<file path="src/rtl/vfjb_pkg.sv">
`timescale 1ns / 1ps
// Shared types, codes and sizes for the voice frame jitter buffer.
// Used by every module of the block except vfjb_ram; depends on nothing else.
package vfjb_pkg;

  // Queue and frame sizing
  localparam int QUEUE_DEPTH       = 32;
  localparam int FRAME_WIDTH       = 64;
  localparam int FRAMES_PER_PACKET = 5;

  localparam int PTR_W       = $clog2(QUEUE_DEPTH);
  localparam int CNT_W       = $clog2(QUEUE_DEPTH + 1);
  localparam int CFG_W       = 6;
  localparam int CMP_W       = (CNT_W > CFG_W) ? CNT_W : CFG_W;
  localparam int LEFT_W      = $clog2(FRAMES_PER_PACKET + 1);
  localparam int FRAME_BYTES = (FRAME_WIDTH + 7) / 8;

  // Packet header checks
  localparam int HDR_BYTES   = 14;
  localparam int MAX_LEN     = HDR_BYTES + FRAME_BYTES * FRAMES_PER_PACKET;
  localparam logic [7:0] MAGIC_A     = 8'h57;
  localparam logic [7:0] MAGIC_B     = 8'h54;
  localparam logic [7:0] FMT_VERSION = 8'd2;
  localparam logic [15:0] STALE_SPAN = 16'h8000;
  localparam logic [2:0] IDLE_STOP   = 3'd3;
  localparam logic [2:0] IDLE_MAX    = 3'd7;
  localparam logic [7:0] UNDERRUN_MAX = 8'd255;
  localparam logic [1:0] GOOD_MAX    = 2'd3;

  // Configuration reset values and port sizing
  localparam int CFG_ADDR_W = 4;
  localparam logic [31:0] OWN_NODE_RESET  = 32'd1;
  localparam logic [CFG_W-1:0] MIN_PRE_RESET   = 6'd10;
  localparam logic [CFG_W-1:0] MAX_PRE_RESET   = 6'd15;
  localparam logic [CFG_W-1:0] QUEUE_LIM_RESET = 6'd25;

  typedef enum logic [1:0] {
    REG_OWN_NODE  = 2'd0,
    REG_MIN_PRE   = 2'd1,
    REG_MAX_PRE   = 2'd2,
    REG_QUEUE_LIM = 2'd3
  } cfg_reg_t;

  typedef enum logic [2:0] {
    REQ_HEADER = 3'd0,
    REQ_FRAME  = 3'd1,
    REQ_PLAY   = 3'd2,
    REQ_WINDOW = 3'd3,
    REQ_FLUSH  = 3'd4
  } req_t;

  typedef enum logic [2:0] {
    STS_OK       = 3'd0,
    STS_GAP      = 3'd1,
    STS_STALE    = 3'd2,
    STS_BAD      = 3'd3,
    STS_OWN      = 3'd4,
    STS_OVERFLOW = 3'd5,
    STS_IGNORED  = 3'd6
  } status_t;

  typedef enum logic [1:0] {
    PK_NONE    = 2'd0,
    PK_SILENCE = 2'd1,
    PK_FRAME   = 2'd2,
    PK_CONCEAL = 2'd3
  } play_t;

  // Input request payload, last member in the lowest bits
  typedef struct packed {
    logic [6:0]  pad;
    logic [63:0] frame_bits;
    logic [15:0] first_frame_index;
    logic [15:0] session_tag;
    logic [31:0] source_id;
    logic [7:0]  format_version;
    logic [7:0]  magic_second;
    logic [7:0]  magic_first;
    logic [7:0]  packet_len;
    logic        read_ok;
  } in_item_t;

  // Result payload, last member in the lowest bits
  typedef struct packed {
    logic              playing;
    logic [CFG_W-1:0]  prebuffer_target;
    logic [CFG_W-1:0]  frames_held;
    logic [63:0]       frame_out;
    logic [2:0]        status;
  } out_item_t;

  localparam int IN_DATA_W  = $bits(in_item_t);
  localparam int OUT_DATA_W = $bits(out_item_t);

  typedef struct packed {
    logic [31:0]      own_node_id;
    logic [CFG_W-1:0] min_prebuffer;
    logic [CFG_W-1:0] max_prebuffer;
    logic [CFG_W-1:0] queue_limit;
  } cfg_t;

  // Controller to datapath
  typedef struct packed {
    logic capture;
    logic execute;
  } cmd_t;

  // Datapath to controller
  typedef struct packed {
    logic out_valid;
  } dp_status_t;

endpackage

</file>
<file path="src/rtl/vfjb_ram.sv">
`timescale 1ns / 1ps
// Generic single-write, single-read RAM with registered read data.
// Stand-alone; no package dependency.
module vfjb_ram #(
  parameter int WIDTH = 64,
  parameter int DEPTH = 32
) (
  input  logic                     clk,
  input  logic                     we,
  input  logic [$clog2(DEPTH)-1:0] waddr,
  input  logic [WIDTH-1:0]         wdata,
  input  logic [$clog2(DEPTH)-1:0] raddr,
  output logic [WIDTH-1:0]         rdata
);

  logic [WIDTH-1:0] mem [DEPTH];

  // Write port and registered read port
  always_ff @(posedge clk) begin
    if (we) begin
      mem[waddr] <= wdata;
    end
    rdata <= mem[raddr];
  end

endmodule

</file>
<file path="src/rtl/vfjb_ctrl.sv">
`timescale 1ns / 1ps
// Request sequencer: takes one request, then runs it once the result slot is free.
// Depends on vfjb_pkg for command and status types.
module vfjb_ctrl (
  input  logic                 clk,
  input  logic                 rst_n,
  input  logic                 in_tvalid,
  output logic                 in_tready,
  input  logic                 out_tready,
  input  vfjb_pkg::dp_status_t dp_status,
  output vfjb_pkg::cmd_t       cmd
);

  typedef enum logic [1:0] {
    ST_IDLE = 2'b01,
    ST_EXEC = 2'b10
  } state_t;

  state_t state_r;
  state_t state_nxt;
  logic   slot_free;

  // Result slot is free when empty or drained this cycle
  assign slot_free = !dp_status.out_valid || out_tready;

  assign in_tready   = (state_r == ST_IDLE);
  assign cmd.capture = in_tvalid && (state_r == ST_IDLE);
  assign cmd.execute = (state_r == ST_EXEC) && slot_free;

  // Next state
  always_comb begin
    state_nxt = state_r;
    unique case (state_r)
      ST_IDLE: begin
        if (in_tvalid) begin
          state_nxt = ST_EXEC;
        end
      end
      ST_EXEC: begin
        if (slot_free) begin
          state_nxt = ST_IDLE;
        end
      end
      default: state_nxt = ST_IDLE;
    endcase
  end

  always_ff @(posedge clk) begin
    if (!rst_n) begin
      state_r <= ST_IDLE;
    end else begin
      state_r <= state_nxt;
    end
  end

  // A request is never taken while one is still pending
  a_no_capture_in_exec: assert property (@(posedge clk) disable iff (!rst_n)
    (state_r == ST_EXEC) |-> !cmd.capture)
    else $error("request taken while another is pending");

  // Every captured request is executed right after or held pending
  a_capture_then_exec: assert property (@(posedge clk) disable iff (!rst_n)
    cmd.capture |=> (state_r == ST_EXEC))
    else $error("captured request lost");

  // A stalled request runs as soon as the result slot drains
  a_exec_on_free: assert property (@(posedge clk) disable iff (!rst_n)
    ((state_r == ST_EXEC) && !dp_status.out_valid) |-> cmd.execute)
    else $error("request stalled with a free result slot");

endmodule

</file>
<file path="src/rtl/vfjb_dpath.sv">
`timescale 1ns / 1ps
// Jitter buffer datapath: request register, stream and playout state,
// frame queue memory and result register. Depends on vfjb_pkg and vfjb_ram.
module vfjb_dpath (
  input  logic                  clk,
  input  logic                  rst_n,
  input  vfjb_pkg::cmd_t        cmd,
  output vfjb_pkg::dp_status_t  dp_status,
  input  vfjb_pkg::cfg_t        cfg,
  input  logic [vfjb_pkg::IN_DATA_W-1:0]  in_tdata,
  input  logic [2:0]                      in_tuser,
  input  logic                            out_tready,
  output logic                            out_tvalid,
  output logic [vfjb_pkg::OUT_DATA_W-1:0] out_tdata,
  output logic [1:0]                      out_tuser
);

  localparam int PTR_W  = vfjb_pkg::PTR_W;
  localparam int CNT_W  = vfjb_pkg::CNT_W;
  localparam int CFG_W  = vfjb_pkg::CFG_W;
  localparam int CMP_W  = vfjb_pkg::CMP_W;
  localparam int LEFT_W = vfjb_pkg::LEFT_W;
  localparam int FW     = vfjb_pkg::FRAME_WIDTH;

  // Pending request
  vfjb_pkg::in_item_t item_r;
  logic [2:0]         req_r;

  // Queue and stream state
  logic [PTR_W-1:0]  rp_r, rp_nxt;
  logic [PTR_W-1:0]  wp_r, wp_nxt;
  logic [CNT_W-1:0]  held_r, held_nxt;
  logic              active_r, active_nxt;
  logic [CFG_W-1:0]  target_r, target_nxt;
  logic [7:0]        underrun_r, underrun_nxt;
  logic [1:0]        good_r, good_nxt;
  logic [31:0]       src_r, src_nxt;
  logic [15:0]       ses_r, ses_nxt;
  logic [15:0]       exp_r, exp_nxt;
  logic              accepting_r, accepting_nxt;
  logic [LEFT_W-1:0] left_r, left_nxt;
  logic [2:0]        idle_r, idle_nxt;

  // Result slot
  logic                out_valid_r;
  vfjb_pkg::out_item_t out_data_r;
  logic [1:0]          out_kind_r;

  // Request evaluation
  logic                  hdr_bad;
  logic                  hdr_keep;
  logic [15:0]           idx_diff;
  logic [7:0]            len_body;
  logic [LEFT_W-1:0]     hdr_frames;
  logic [CMP_W-1:0]      lim;
  logic                  queue_full;
  logic                  play_start;
  logic [2:0]            idle_sat;
  logic [1:0]            good_sat;
  logic                  ram_we;
  logic [FW-1:0]         ram_rdata;
  vfjb_pkg::status_t     status_c;
  vfjb_pkg::play_t       kind_c;
  logic [63:0]           frame_c;

  // Frame queue storage
  vfjb_ram #(
    .WIDTH(FW),
    .DEPTH(vfjb_pkg::QUEUE_DEPTH)
  ) u_store (
    .clk  (clk),
    .we   (ram_we),
    .waddr(wp_r),
    .wdata(item_r.frame_bits[FW-1:0]),
    .raddr(rp_r),
    .rdata(ram_rdata)
  );

  // Hold the request until it runs
  always_ff @(posedge clk) begin
    if (cmd.capture) begin
      item_r <= vfjb_pkg::in_item_t'(in_tdata);
      req_r  <= in_tuser;
    end
  end

  // Header checks
  assign hdr_bad = !item_r.read_ok ||
                   (item_r.packet_len <= 8'(vfjb_pkg::HDR_BYTES)) ||
                   (item_r.packet_len > 8'(vfjb_pkg::MAX_LEN)) ||
                   (item_r.magic_first != vfjb_pkg::MAGIC_A) ||
                   (item_r.magic_second != vfjb_pkg::MAGIC_B) ||
                   (item_r.format_version != vfjb_pkg::FMT_VERSION);
  assign idx_diff   = item_r.first_frame_index - exp_r;
  assign len_body   = item_r.packet_len - 8'(vfjb_pkg::HDR_BYTES);
  assign hdr_frames = LEFT_W'(len_body / vfjb_pkg::FRAME_BYTES);

  // Queue limit capped at the queue depth
  assign lim = (CMP_W'(cfg.queue_limit) > CMP_W'(vfjb_pkg::QUEUE_DEPTH)) ?
               CMP_W'(vfjb_pkg::QUEUE_DEPTH) : CMP_W'(cfg.queue_limit);
  assign queue_full = CMP_W'(held_r) >= lim;

  // Playout start and saturating counters
  assign play_start = !active_r && (CMP_W'(held_r) >= CMP_W'(target_r));
  assign idle_sat   = (idle_r != vfjb_pkg::IDLE_MAX) ? idle_r + 3'd1 : idle_r;
  assign good_sat   = (good_r != vfjb_pkg::GOOD_MAX) ? good_r + 2'd1 : good_r;

  // Run the pending request
  always_comb begin
    rp_nxt        = rp_r;
    wp_nxt        = wp_r;
    held_nxt      = held_r;
    active_nxt    = active_r;
    target_nxt    = target_r;
    underrun_nxt  = underrun_r;
    good_nxt      = good_r;
    src_nxt       = src_r;
    ses_nxt       = ses_r;
    exp_nxt       = exp_r;
    accepting_nxt = accepting_r;
    left_nxt      = left_r;
    idle_nxt      = idle_r;
    hdr_keep      = 1'b0;
    ram_we        = 1'b0;
    status_c      = vfjb_pkg::STS_OK;
    kind_c        = vfjb_pkg::PK_NONE;
    frame_c       = '0;
    unique case (req_r)
      vfjb_pkg::REQ_HEADER: begin
        accepting_nxt = 1'b0;
        left_nxt      = '0;
        if (hdr_bad) begin
          status_c = vfjb_pkg::STS_BAD;
        end else if (item_r.source_id == cfg.own_node_id) begin
          status_c = vfjb_pkg::STS_OWN;
        end else if (item_r.source_id != src_r || item_r.session_tag != ses_r) begin
          // New stream: restart playout and empty the queue
          src_nxt      = item_r.source_id;
          ses_nxt      = item_r.session_tag;
          rp_nxt       = '0;
          wp_nxt       = '0;
          held_nxt     = '0;
          active_nxt   = 1'b0;
          target_nxt   = cfg.min_prebuffer;
          underrun_nxt = '0;
          good_nxt     = '0;
          idle_nxt     = '0;
          hdr_keep     = 1'b1;
        end else if (idx_diff > vfjb_pkg::STALE_SPAN) begin
          status_c = vfjb_pkg::STS_STALE;
        end else begin
          hdr_keep = 1'b1;
          if (idx_diff != 16'd0) begin
            status_c = vfjb_pkg::STS_GAP;
          end
        end
        if (hdr_keep) begin
          exp_nxt       = item_r.first_frame_index + 16'(vfjb_pkg::FRAMES_PER_PACKET);
          left_nxt      = hdr_frames;
          accepting_nxt = (hdr_frames != '0);
        end
      end
      vfjb_pkg::REQ_FRAME: begin
        if (!accepting_r || left_r == '0) begin
          status_c = vfjb_pkg::STS_IGNORED;
        end else begin
          left_nxt = left_r - LEFT_W'(1);
          if (left_r == LEFT_W'(1)) begin
            accepting_nxt = 1'b0;
          end
          if (queue_full) begin
            status_c = vfjb_pkg::STS_OVERFLOW;
          end else begin
            // Push the frame
            ram_we   = 1'b1;
            wp_nxt   = (wp_r == PTR_W'(vfjb_pkg::QUEUE_DEPTH - 1)) ? '0 : wp_r + PTR_W'(1);
            held_nxt = held_r + CNT_W'(1);
            idle_nxt = '0;
          end
        end
      end
      vfjb_pkg::REQ_PLAY: begin
        if (!(active_r || play_start)) begin
          idle_nxt = idle_sat;
          kind_c   = vfjb_pkg::PK_SILENCE;
        end else begin
          active_nxt = 1'b1;
          if (held_r != '0) begin
            // Pop the oldest frame
            frame_c  = 64'(ram_rdata);
            rp_nxt   = (rp_r == PTR_W'(vfjb_pkg::QUEUE_DEPTH - 1)) ? '0 : rp_r + PTR_W'(1);
            held_nxt = held_r - CNT_W'(1);
            idle_nxt = '0;
            kind_c   = vfjb_pkg::PK_FRAME;
          end else begin
            // Underrun: conceal, and stop after enough idle ticks
            idle_nxt = idle_sat;
            if (idle_sat >= vfjb_pkg::IDLE_STOP) begin
              active_nxt = 1'b0;
            end
            if (underrun_r != vfjb_pkg::UNDERRUN_MAX) begin
              underrun_nxt = underrun_r + 8'd1;
            end
            kind_c = vfjb_pkg::PK_CONCEAL;
          end
        end
      end
      vfjb_pkg::REQ_WINDOW: begin
        if (underrun_r > 8'd1) begin
          target_nxt = cfg.max_prebuffer;
          good_nxt   = '0;
        end else if (underrun_r == 8'd0) begin
          good_nxt = good_sat;
          if (good_sat == vfjb_pkg::GOOD_MAX) begin
            target_nxt = cfg.min_prebuffer;
          end
        end else begin
          good_nxt = '0;
        end
        underrun_nxt = '0;
      end
      vfjb_pkg::REQ_FLUSH: begin
        rp_nxt        = '0;
        wp_nxt        = '0;
        held_nxt      = '0;
        active_nxt    = 1'b0;
        target_nxt    = cfg.min_prebuffer;
        underrun_nxt  = '0;
        good_nxt      = '0;
        idle_nxt      = '0;
        src_nxt       = '0;
        ses_nxt       = '0;
        exp_nxt       = '0;
        accepting_nxt = 1'b0;
        left_nxt      = '0;
      end
      default: begin
        status_c = vfjb_pkg::STS_IGNORED;
      end
    endcase
    if (!cmd.execute) begin
      ram_we = 1'b0;
    end
  end

  // Commit state when the request runs
  always_ff @(posedge clk) begin
    if (!rst_n) begin
      rp_r        <= '0;
      wp_r        <= '0;
      held_r      <= '0;
      active_r    <= 1'b0;
      target_r    <= vfjb_pkg::MIN_PRE_RESET;
      underrun_r  <= '0;
      good_r      <= '0;
      src_r       <= '0;
      ses_r       <= '0;
      exp_r       <= '0;
      accepting_r <= 1'b0;
      left_r      <= '0;
      idle_r      <= '0;
    end else if (cmd.execute) begin
      rp_r        <= rp_nxt;
      wp_r        <= wp_nxt;
      held_r      <= held_nxt;
      active_r    <= active_nxt;
      target_r    <= target_nxt;
      underrun_r  <= underrun_nxt;
      good_r      <= good_nxt;
      src_r       <= src_nxt;
      ses_r       <= ses_nxt;
      exp_r       <= exp_nxt;
      accepting_r <= accepting_nxt;
      left_r      <= left_nxt;
      idle_r      <= idle_nxt;
    end
  end

  // Result slot: load on execute, drop once taken
  always_ff @(posedge clk) begin
    if (!rst_n) begin
      out_valid_r <= 1'b0;
    end else if (cmd.execute) begin
      out_valid_r <= 1'b1;
    end else if (out_tready) begin
      out_valid_r <= 1'b0;
    end
  end

  always_ff @(posedge clk) begin
    if (cmd.execute) begin
      out_data_r.status           <= status_c;
      out_data_r.frame_out        <= frame_c;
      out_data_r.frames_held      <= CFG_W'(held_nxt);
      out_data_r.prebuffer_target <= target_nxt;
      out_data_r.playing          <= active_nxt;
      out_kind_r                  <= kind_c;
    end
  end

  assign out_tvalid          = out_valid_r;
  assign out_tdata           = out_data_r;
  assign out_tuser           = out_kind_r;
  assign dp_status.out_valid = out_valid_r;

  // Queue never holds more than its depth
  a_held_bound: assert property (@(posedge clk) disable iff (!rst_n)
    CMP_W'(held_r) <= CMP_W'(vfjb_pkg::QUEUE_DEPTH))
    else $error("frame count beyond queue depth");

  // Admission flag and pending frame count move together
  a_accept_left: assert property (@(posedge clk) disable iff (!rst_n)
    accepting_r == (left_r != '0))
    else $error("admission flag out of step with pending frames");

  // No push into a full queue
  a_push_room: assert property (@(posedge clk) disable iff (!rst_n)
    ram_we |-> (CMP_W'(held_r) < CMP_W'(vfjb_pkg::QUEUE_DEPTH)))
    else $error("push into full queue");

  // A new result appears only after a request has run
  a_result_source: assert property (@(posedge clk) disable iff (!rst_n)
    $rose(out_valid_r) |-> $past(cmd.execute))
    else $error("result without a request");

endmodule

</file>
<file path="src/rtl/voice_frame_jitter_buffer_core.sv">
`timescale 1ns / 1ps
// Top level of the voice frame jitter buffer: configuration registers and wiring
// of the sequencer and datapath. Depends on vfjb_pkg, vfjb_ctrl, vfjb_dpath.
//
//  Channel  Direction  Handshake                    Carries
//  in_      slave      in_tvalid / in_tready        tuser: req_type; tdata: header/frame
//  out_     master     out_tvalid / out_tready      tuser: play_kind; tdata: result
//  cfg_     APB slave  psel, penable, pwrite        four registers at 0x0..0xC (one 32-bit, three 6-bit)
//
// Each request is first captured into the request register, then run against the
// frame store, whose read data is registered and must settle on the read pointer.
// A finished result waits in an output register; the next request is captured
// meanwhile and runs as soon as that register drains.
// Reset is synchronous on rst_n; the frame store needs no clearing pass.
module voice_frame_jitter_buffer_core (
  input  logic        clk,
  input  logic        rst_n,
  // Request channel
  input  logic        in_tvalid,
  output logic        in_tready,
  // read_ok, packet_len, magic_first, magic_second, format_version, source_id,
  // session_tag, first_frame_index, frame_bits, zero pad (lowest bit first)
  input  logic [167:0] in_tdata,
  // req_type
  input  logic [2:0]   in_tuser,
  // Result channel
  output logic         out_tvalid,
  input  logic         out_tready,
  // status, frame_out, frames_held, prebuffer_target, playing (lowest bit first)
  output logic [79:0]  out_tdata,
  // play_kind
  output logic [1:0]   out_tuser,
  // Configuration port
  input  logic         cfg_psel,
  input  logic         cfg_penable,
  input  logic         cfg_pwrite,
  input  logic [3:0]   cfg_paddr,
  input  logic [31:0]  cfg_pwdata,
  output logic [31:0]  cfg_prdata,
  output logic         cfg_pready
);

  vfjb_pkg::cfg_t       cfg_r;
  vfjb_pkg::cmd_t       cmd;
  vfjb_pkg::dp_status_t dp_status;
  logic                 cfg_wr;
  vfjb_pkg::cfg_reg_t   cfg_sel;

  assign cfg_pready = 1'b1;
  assign cfg_wr     = cfg_psel && cfg_penable && cfg_pwrite && cfg_pready;
  assign cfg_sel    = vfjb_pkg::cfg_reg_t'(cfg_paddr[3:2]);

  // Configuration register writes
  always_ff @(posedge clk) begin
    if (!rst_n) begin
      cfg_r.own_node_id   <= vfjb_pkg::OWN_NODE_RESET;
      cfg_r.min_prebuffer <= vfjb_pkg::MIN_PRE_RESET;
      cfg_r.max_prebuffer <= vfjb_pkg::MAX_PRE_RESET;
      cfg_r.queue_limit   <= vfjb_pkg::QUEUE_LIM_RESET;
    end else if (cfg_wr) begin
      unique case (cfg_sel)
        vfjb_pkg::REG_OWN_NODE:  cfg_r.own_node_id   <= cfg_pwdata;
        vfjb_pkg::REG_MIN_PRE:   cfg_r.min_prebuffer <= cfg_pwdata[vfjb_pkg::CFG_W-1:0];
        vfjb_pkg::REG_MAX_PRE:   cfg_r.max_prebuffer <= cfg_pwdata[vfjb_pkg::CFG_W-1:0];
        vfjb_pkg::REG_QUEUE_LIM: cfg_r.queue_limit   <= cfg_pwdata[vfjb_pkg::CFG_W-1:0];
        default: ;
      endcase
    end
  end

  // Register read-back
  always_comb begin
    cfg_prdata = '0;
    unique case (cfg_sel)
      vfjb_pkg::REG_OWN_NODE:  cfg_prdata = cfg_r.own_node_id;
      vfjb_pkg::REG_MIN_PRE:   cfg_prdata = 32'(cfg_r.min_prebuffer);
      vfjb_pkg::REG_MAX_PRE:   cfg_prdata = 32'(cfg_r.max_prebuffer);
      vfjb_pkg::REG_QUEUE_LIM: cfg_prdata = 32'(cfg_r.queue_limit);
      default:                 cfg_prdata = '0;
    endcase
  end

  vfjb_ctrl u_ctrl (
    .clk       (clk),
    .rst_n     (rst_n),
    .in_tvalid (in_tvalid),
    .in_tready (in_tready),
    .out_tready(out_tready),
    .dp_status (dp_status),
    .cmd       (cmd)
  );

  vfjb_dpath u_dpath (
    .clk       (clk),
    .rst_n     (rst_n),
    .cmd       (cmd),
    .dp_status (dp_status),
    .cfg       (cfg_r),
    .in_tdata  (in_tdata),
    .in_tuser  (in_tuser),
    .out_tready(out_tready),
    .out_tvalid(out_tvalid),
    .out_tdata (out_tdata),
    .out_tuser (out_tuser)
  );

endmodule
</file>
<file path="config.mk">
export PLATFORM = sky130hd
export DESIGN_NAME = voice_frame_jitter_buffer_core
export DESIGN_NICKNAME = d
export VERILOG_FILES = /design/src/rtl/vfjb_pkg.sv /design/src/rtl/vfjb_ram.sv /design/src/rtl/vfjb_ctrl.sv /design/src/rtl/vfjb_dpath.sv /design/src/rtl/voice_frame_jitter_buffer_core.sv
export SDC_FILE = /design/constraint.sdc
export NUM_CORES = 2
export LEC_CHECK = 0
export ABC_AREA = 1
export BUFFER_PORTS_ARGS = -buffer_cell sky130_fd_sc_hd__buf_2
export CAP_MARGIN = 20
export CELL_PAD_IN_SITES_DETAIL_PLACEMENT = 0
export CELL_PAD_IN_SITES_GLOBAL_PLACEMENT = 2
export CORE_ASPECT_RATIO = 1.4
export CORE_UTILIZATION = 47
export CTS_CLUSTER_DIAMETER = 80
export DETAILED_ROUTE_END_ITERATION = 10
export PLACE_DENSITY = 0.95
export SYNTH_ARGS = -nofsm -noshare
export SYNTH_HDL_FRONTEND = slang
export SYNTH_SLANG_ARGS = --single-unit
</file>
<file path="constraint.sdc">
create_clock -name clk -period 15.4 [get_ports clk]
set_clock_uncertainty 0.15 [all_clocks]
set_input_delay 3.08 -clock clk [delete_from_list [all_inputs] [get_ports clk]]
set_output_delay 3.08 -clock clk [all_outputs]
set_load 0.02 [all_outputs]
</file>
# == After elaboration in Yosys (flattened, before gate mapping) ==
# Memories as Yosys holds them, arrays and structs flattened. A register that Yosys moved wholly into a read port is not among the register bits.
# Cells that the tools add are included.
# word_totals
reg_bits,403
ramBits,2048
out_inout_bits,117
elab_cells,242
mem_count,1
# mem_list
memory,words,width,rd,rd_clocked_by_memory_dff,wr,line,source
u_dpath.u_store.mem,32,64,1,1,1,vfjb_ram.sv:16,logic [WIDTH-1:0] mem [DEPTH];
# classes
n_addsub,11
n_lt_le_gt_ge,8
n_eq_ne,35
mux,101
reduce_logical,50
# ops
cell,n
32-bit case mux with 4 select lines,1
32-bit two-way mux,3
6-bit two-way mux,14
16-bit two-way mux,4
16-bit case mux with 2 select lines,2
32-bit case mux with 2 select lines,1
3-bit two-way mux,16
8-bit two-way mux,6
5-bit two-way mux,9
32-bit equality test,1
32-bit inequality test,1
5-bit case mux with 3 select lines,2
1-bit two-way mux,25
6-bit case mux with 4 select lines,1
8-bit case mux with 3 select lines,1
7-bit AND reduction,3
3-bit case mux with 3 select lines,2
6-bit case mux with 3 select lines,1
"16-bit by 3-bit adder with 16-bit output, second input constant",1
"16-bit greater-than comparator, second input constant",1
2-bit two-way mux,8
16-bit inequality test,1
"8-bit by 7-bit inequality test with 1-bit output, second input constant",2
16-bit nonzero test,1
47 further kinds,98

# == Depth between registers and ports, before layout ==
# logic_depth
depth_word,10
mapped_depth,22
depth_no_buf,21

# == Modules after synthesis ==
# A second synthesis with hierarchy kept.
# unflattened
cells_unflattened,9046
area_unflattened_um2,102388.2
# modules_own_cells
mod,instances,cells_each,area_per_inst_um2,seq_area_each_um2
vfjb_ram,1,6762,83065.9,62780.2
vfjb_dpath,1,1872,16769.8,9489.1
voice_frame_jitter_buffer_core,1,396,2439.8,1001.0
vfjb_ctrl,1,16,112.6,40.0

# == Least setup slack after synthesis ==
# Ideal clock, no wire load.
# synth_path
path_type,input port to flip-flop
start,input in_tvalid
end,"register u_dpath.item_r[0] (netlist bit), enable pin"
setup_time_ns,0.693
arrival_ns,9.892
required_ns,14.557
slack_ns,4.664
path_stages,2
path_buffers,0
path_cell_list,inv_1 > nor2_1
# synth_rtl
element,line,source
from (decl),voice_frame_jitter_buffer_core.sv:19,"input logic in_tvalid,"
to (signal assigned),vfjb_dpath.sv:82,item_r <= vfjb_pkg::in_item_t'(in_tdata);
to (decl),vfjb_dpath.sv:26,vfjb_pkg::in_item_t item_r;

# == Final worst setup path ==
# layout_path
start,input cfg_paddr[3]
end,output cfg_prdata[6]
# layout_via
elab_chain_cells,2
elab_cells_between_ends,5
# layout_rtl
element,line,source
from (decl),voice_frame_jitter_buffer_core.sv:37,"input logic [3:0] cfg_paddr,"
2-bit equality test (tied with other cells),voice_frame_jitter_buffer_core.sv:74,unique case (cfg_sel)
32-bit case mux with 4 select lines (*),voice_frame_jitter_buffer_core.sv:74,
to (decl),voice_frame_jitter_buffer_core.sv:39,"output logic [31:0] cfg_prdata,"
# Every way passes the cells marked *; elsewhere a longest branch is shown, timed or not.

==> results.ini <==
[pwr]
p_switching_w = 0.00282
power.density_nw_per_um2 = 123
p_seq_share_pct = 55.8
vdd_drop_max_mv = 0.106
p_int_w = 0.0108
switching_share_pct = 20.7
leakage_nw = 37.7
p_clk_share_pct = 42.2
power_frac_comb_pct = 2.0

[job]
drv_cap = 0

[timing]
layout_setup_ws_ns = 7.91
rsz0062_at_grt = false
holdWs_ns = 0.327
drv_slew = 0
finalHoldViolCount = 0
fin_crit_sh_pct = 48.6
fmax_mhz = 134
finalSetupViolations = 0
slew_headroom_pct = 20.6
fin_crit_ns = 7.49
fin_tns_setup_ns = 0
tightest_slew_ns = 1.19

[yosys]
synthSimpleGateAreaFrac_pct = 9.19
synth_top_family_by_area = compound AO/OA/AOI/OAI gates
syn_avg_cell_area_um2 = 12.5
synthCells = 7893
synth_xor_area_share_pct = 0.761
synth_fa_ha_area_share_pct = 0.589
synth-seq-cells = 2515
synth_mux_area_share_pct = 0.0114
synth-seq-area-share_pct = 74.0
synth_compound_area_share_pct = 12.3
netlist-cell-type-count = 56
yosysWarnings = 0
syn_nets = 8153
synth_area_um2 = 99000

[layout]
final_util_pct = 52.9
nets = 8303
drive_above_1_share_pct = 10.8
final.fill_count = 17374
syn_to_final_growth_pct = 12.0
fin_cells = 11067
mostFrequentLayoutCells = edfxtp_1, nor2_1, o21ai_0
final_common_cell = edfxtp_1

[hold_path]
min_from = u_dpath.src_r[7]
hold_class = flip-flop to flip-flop

[clocking]
cts_tree = built
post_cts_buffers = 0
cts_buffers = 235
cts-root-buf = clkbuf_16
ctsHoldBuffers = 0
clockBufferDepth = 4
clkTransAtPathRegs_ns = 0.06
htree_levels = 4
clock-sinks = 2515
clkLatencyLatePin_ns = 0.89
cts_resized = 0

[drt]
ant_nets = 0
route.vias.total = 64868
drc = 0
wire_per_inst_um = 24.4
drtIter0Drc = 6627
routed_wirelength_mm = 270
first_pass_iters = 6
viasPerCell = 5.86

[floorplanning]
fp.coreArea_um2 = 210000
row_count = 199
dieWidth_um = 390
die-height_um = 545
io-pin-count = 331
die-area_um2 = 213000
start_util_pct = 47.2

[global_routing]
grt_pass1_vias = 63337
grt_pass1_wl_mm = 395
grt_usage_pct = 24.7
grt_max_degree = 223
antenna_found_initial = 26
grt-ovfl-total = 0

[critical_path]
cp-end-kind = output port
start_kind = input pin
crit_required_ns = 12.17
critPathMaxFanout = 27
rr_startpoint = u_dpath.rp_r[0]
arrival_ns = 4.26
critPathKind = input pin to output port
startpoint = cfg_paddr[3]

[placement]
hpwlAfterDp_mm = 140
pre_cts_ws_ns = 7.02
io_buffers = 320
gp_congestion = 0.826
placedCellCount = 10616

[status]
status = completed

[power groups by stage]
stage,registers (W),logic [W],clock network (W)
after global placement,0.00776,0.000269,0
after floorplan,0.00772,0.000169,0
after global routing,0.00763,0.000305,0.00609
final,0.00762,0.000274,0.00577
after detailed placement,0.00776,0.000272,0
after CTS,0.00762,0.000274,0.00584
[cell families (layout without fill, tap and decap cells)]
family | after synthesis | count (layout)
AOI/OAI and AO/OA | 2184 | 2184
xor gates and xnor gates | 86 | 86
adders and majority gates | 46 | 46
buffers and inverters | 770 | 1116
DFF | 2515 | 2515
muxes | 1 | 1
other | 1 | 15
and+or+nand+nor | 2290 | 2290
[synthesized netlist by cell type, drive strengths merged]
cell type	n	share of area, %
edfxtp	2294	70
a21oi	192	1.1
clkinv	1	0.0038
conb	1	0.0038
or2	11	0.070
o21bai	4	0.030
mux2	1	0.011
nand3b	2	0.015
clkbuf	363	1.4
nor3b	1	0.0076
a31oi	16	0.10
o21a	8	0.061
nor4	2	0.013
xnor2	30	0.27
inv	269	1.0
nand4	41	0.26
a21o	1	0.0076
nand2	578	2.3
buf	137	0.75
nor2	1500	5.7
o211ai	16	0.12
or3	2	0.013
and3	1	0.0063
a22oi	2	0.015
nor3	17	0.096
nor4b	2	0.018
xor2	56	0.50
o2111ai	4	0.035
a21boi	2	0.015
o22ai	514	3.2
o31ai	15	0.11
ha	45	0.57
o221ai	81	0.72
fa	1	0.020
nand3	133	0.71
dfxtp	221	4.5
a32o	4	0.040
o21ai	1325	6.7
[layout make-up]
class,count,area (um^2),area share [%]
flip-flops and latches,2515,73300,66.1
multi-input cells,4608,22900,20.6
clock buffers,323,6460,5.82
well taps,2814,3520,3.17
repair buffers,413,2520,2.27
clock inverters,110,1150,1.04
inverters,270,1050,0.945
diodes,14,35.0,0.0316
[worst paths after layout]
path	end	slack (ns)	cells after the start
worst max register to register	u_dpath.u_store.rdata[52]	9.72	10
worst max-delay path	cfg_prdata[6]	7.91	5
worst min-delay path	u_dpath.src_r[7]	0.33	2
worst min register to register	u_dpath.src_r[7]	0.33	2
[registers in the layout, summed over array words and instances, names as in the netlist, 6 cells and up]
signal / count
u_dpath.ses_r: 16
u_dpath.underrun_r: 8
u_dpath.out_tdata: 80
u_dpath.held_r: 6
u_dpath.u_store.rdata: 64
u_dpath.item_r: 161
u_dpath.src_r: 32
cfg_r: 50
u_dpath.u_store.mem: 2048
u_dpath.target_r: 6
u_dpath.exp_r: 16
[metal layers]
metal	wire (um)	global-route usage, %
met1	104000	31.4
met2	135000	42.5
met3	20200	3.30
met4	10300	9.94
met5	9	0
[stage by stage]
stage               power, W  instance area (um^2)
floorplan            0.00789                 99000
global placement     0.00803                103000
detailed placement   0.00804                103000
CTS                   0.0137                111000
global route          0.0140                111000
finish                0.0137                111000
[critical path, cell delays in order]
cell    delay (ns)
buf_2         0.12
nor2_1        0.37
inv_2         0.30
nor2_1        0.20
buf_2         0.19
No activity file was read; power rests on OpenSTA's default activity.
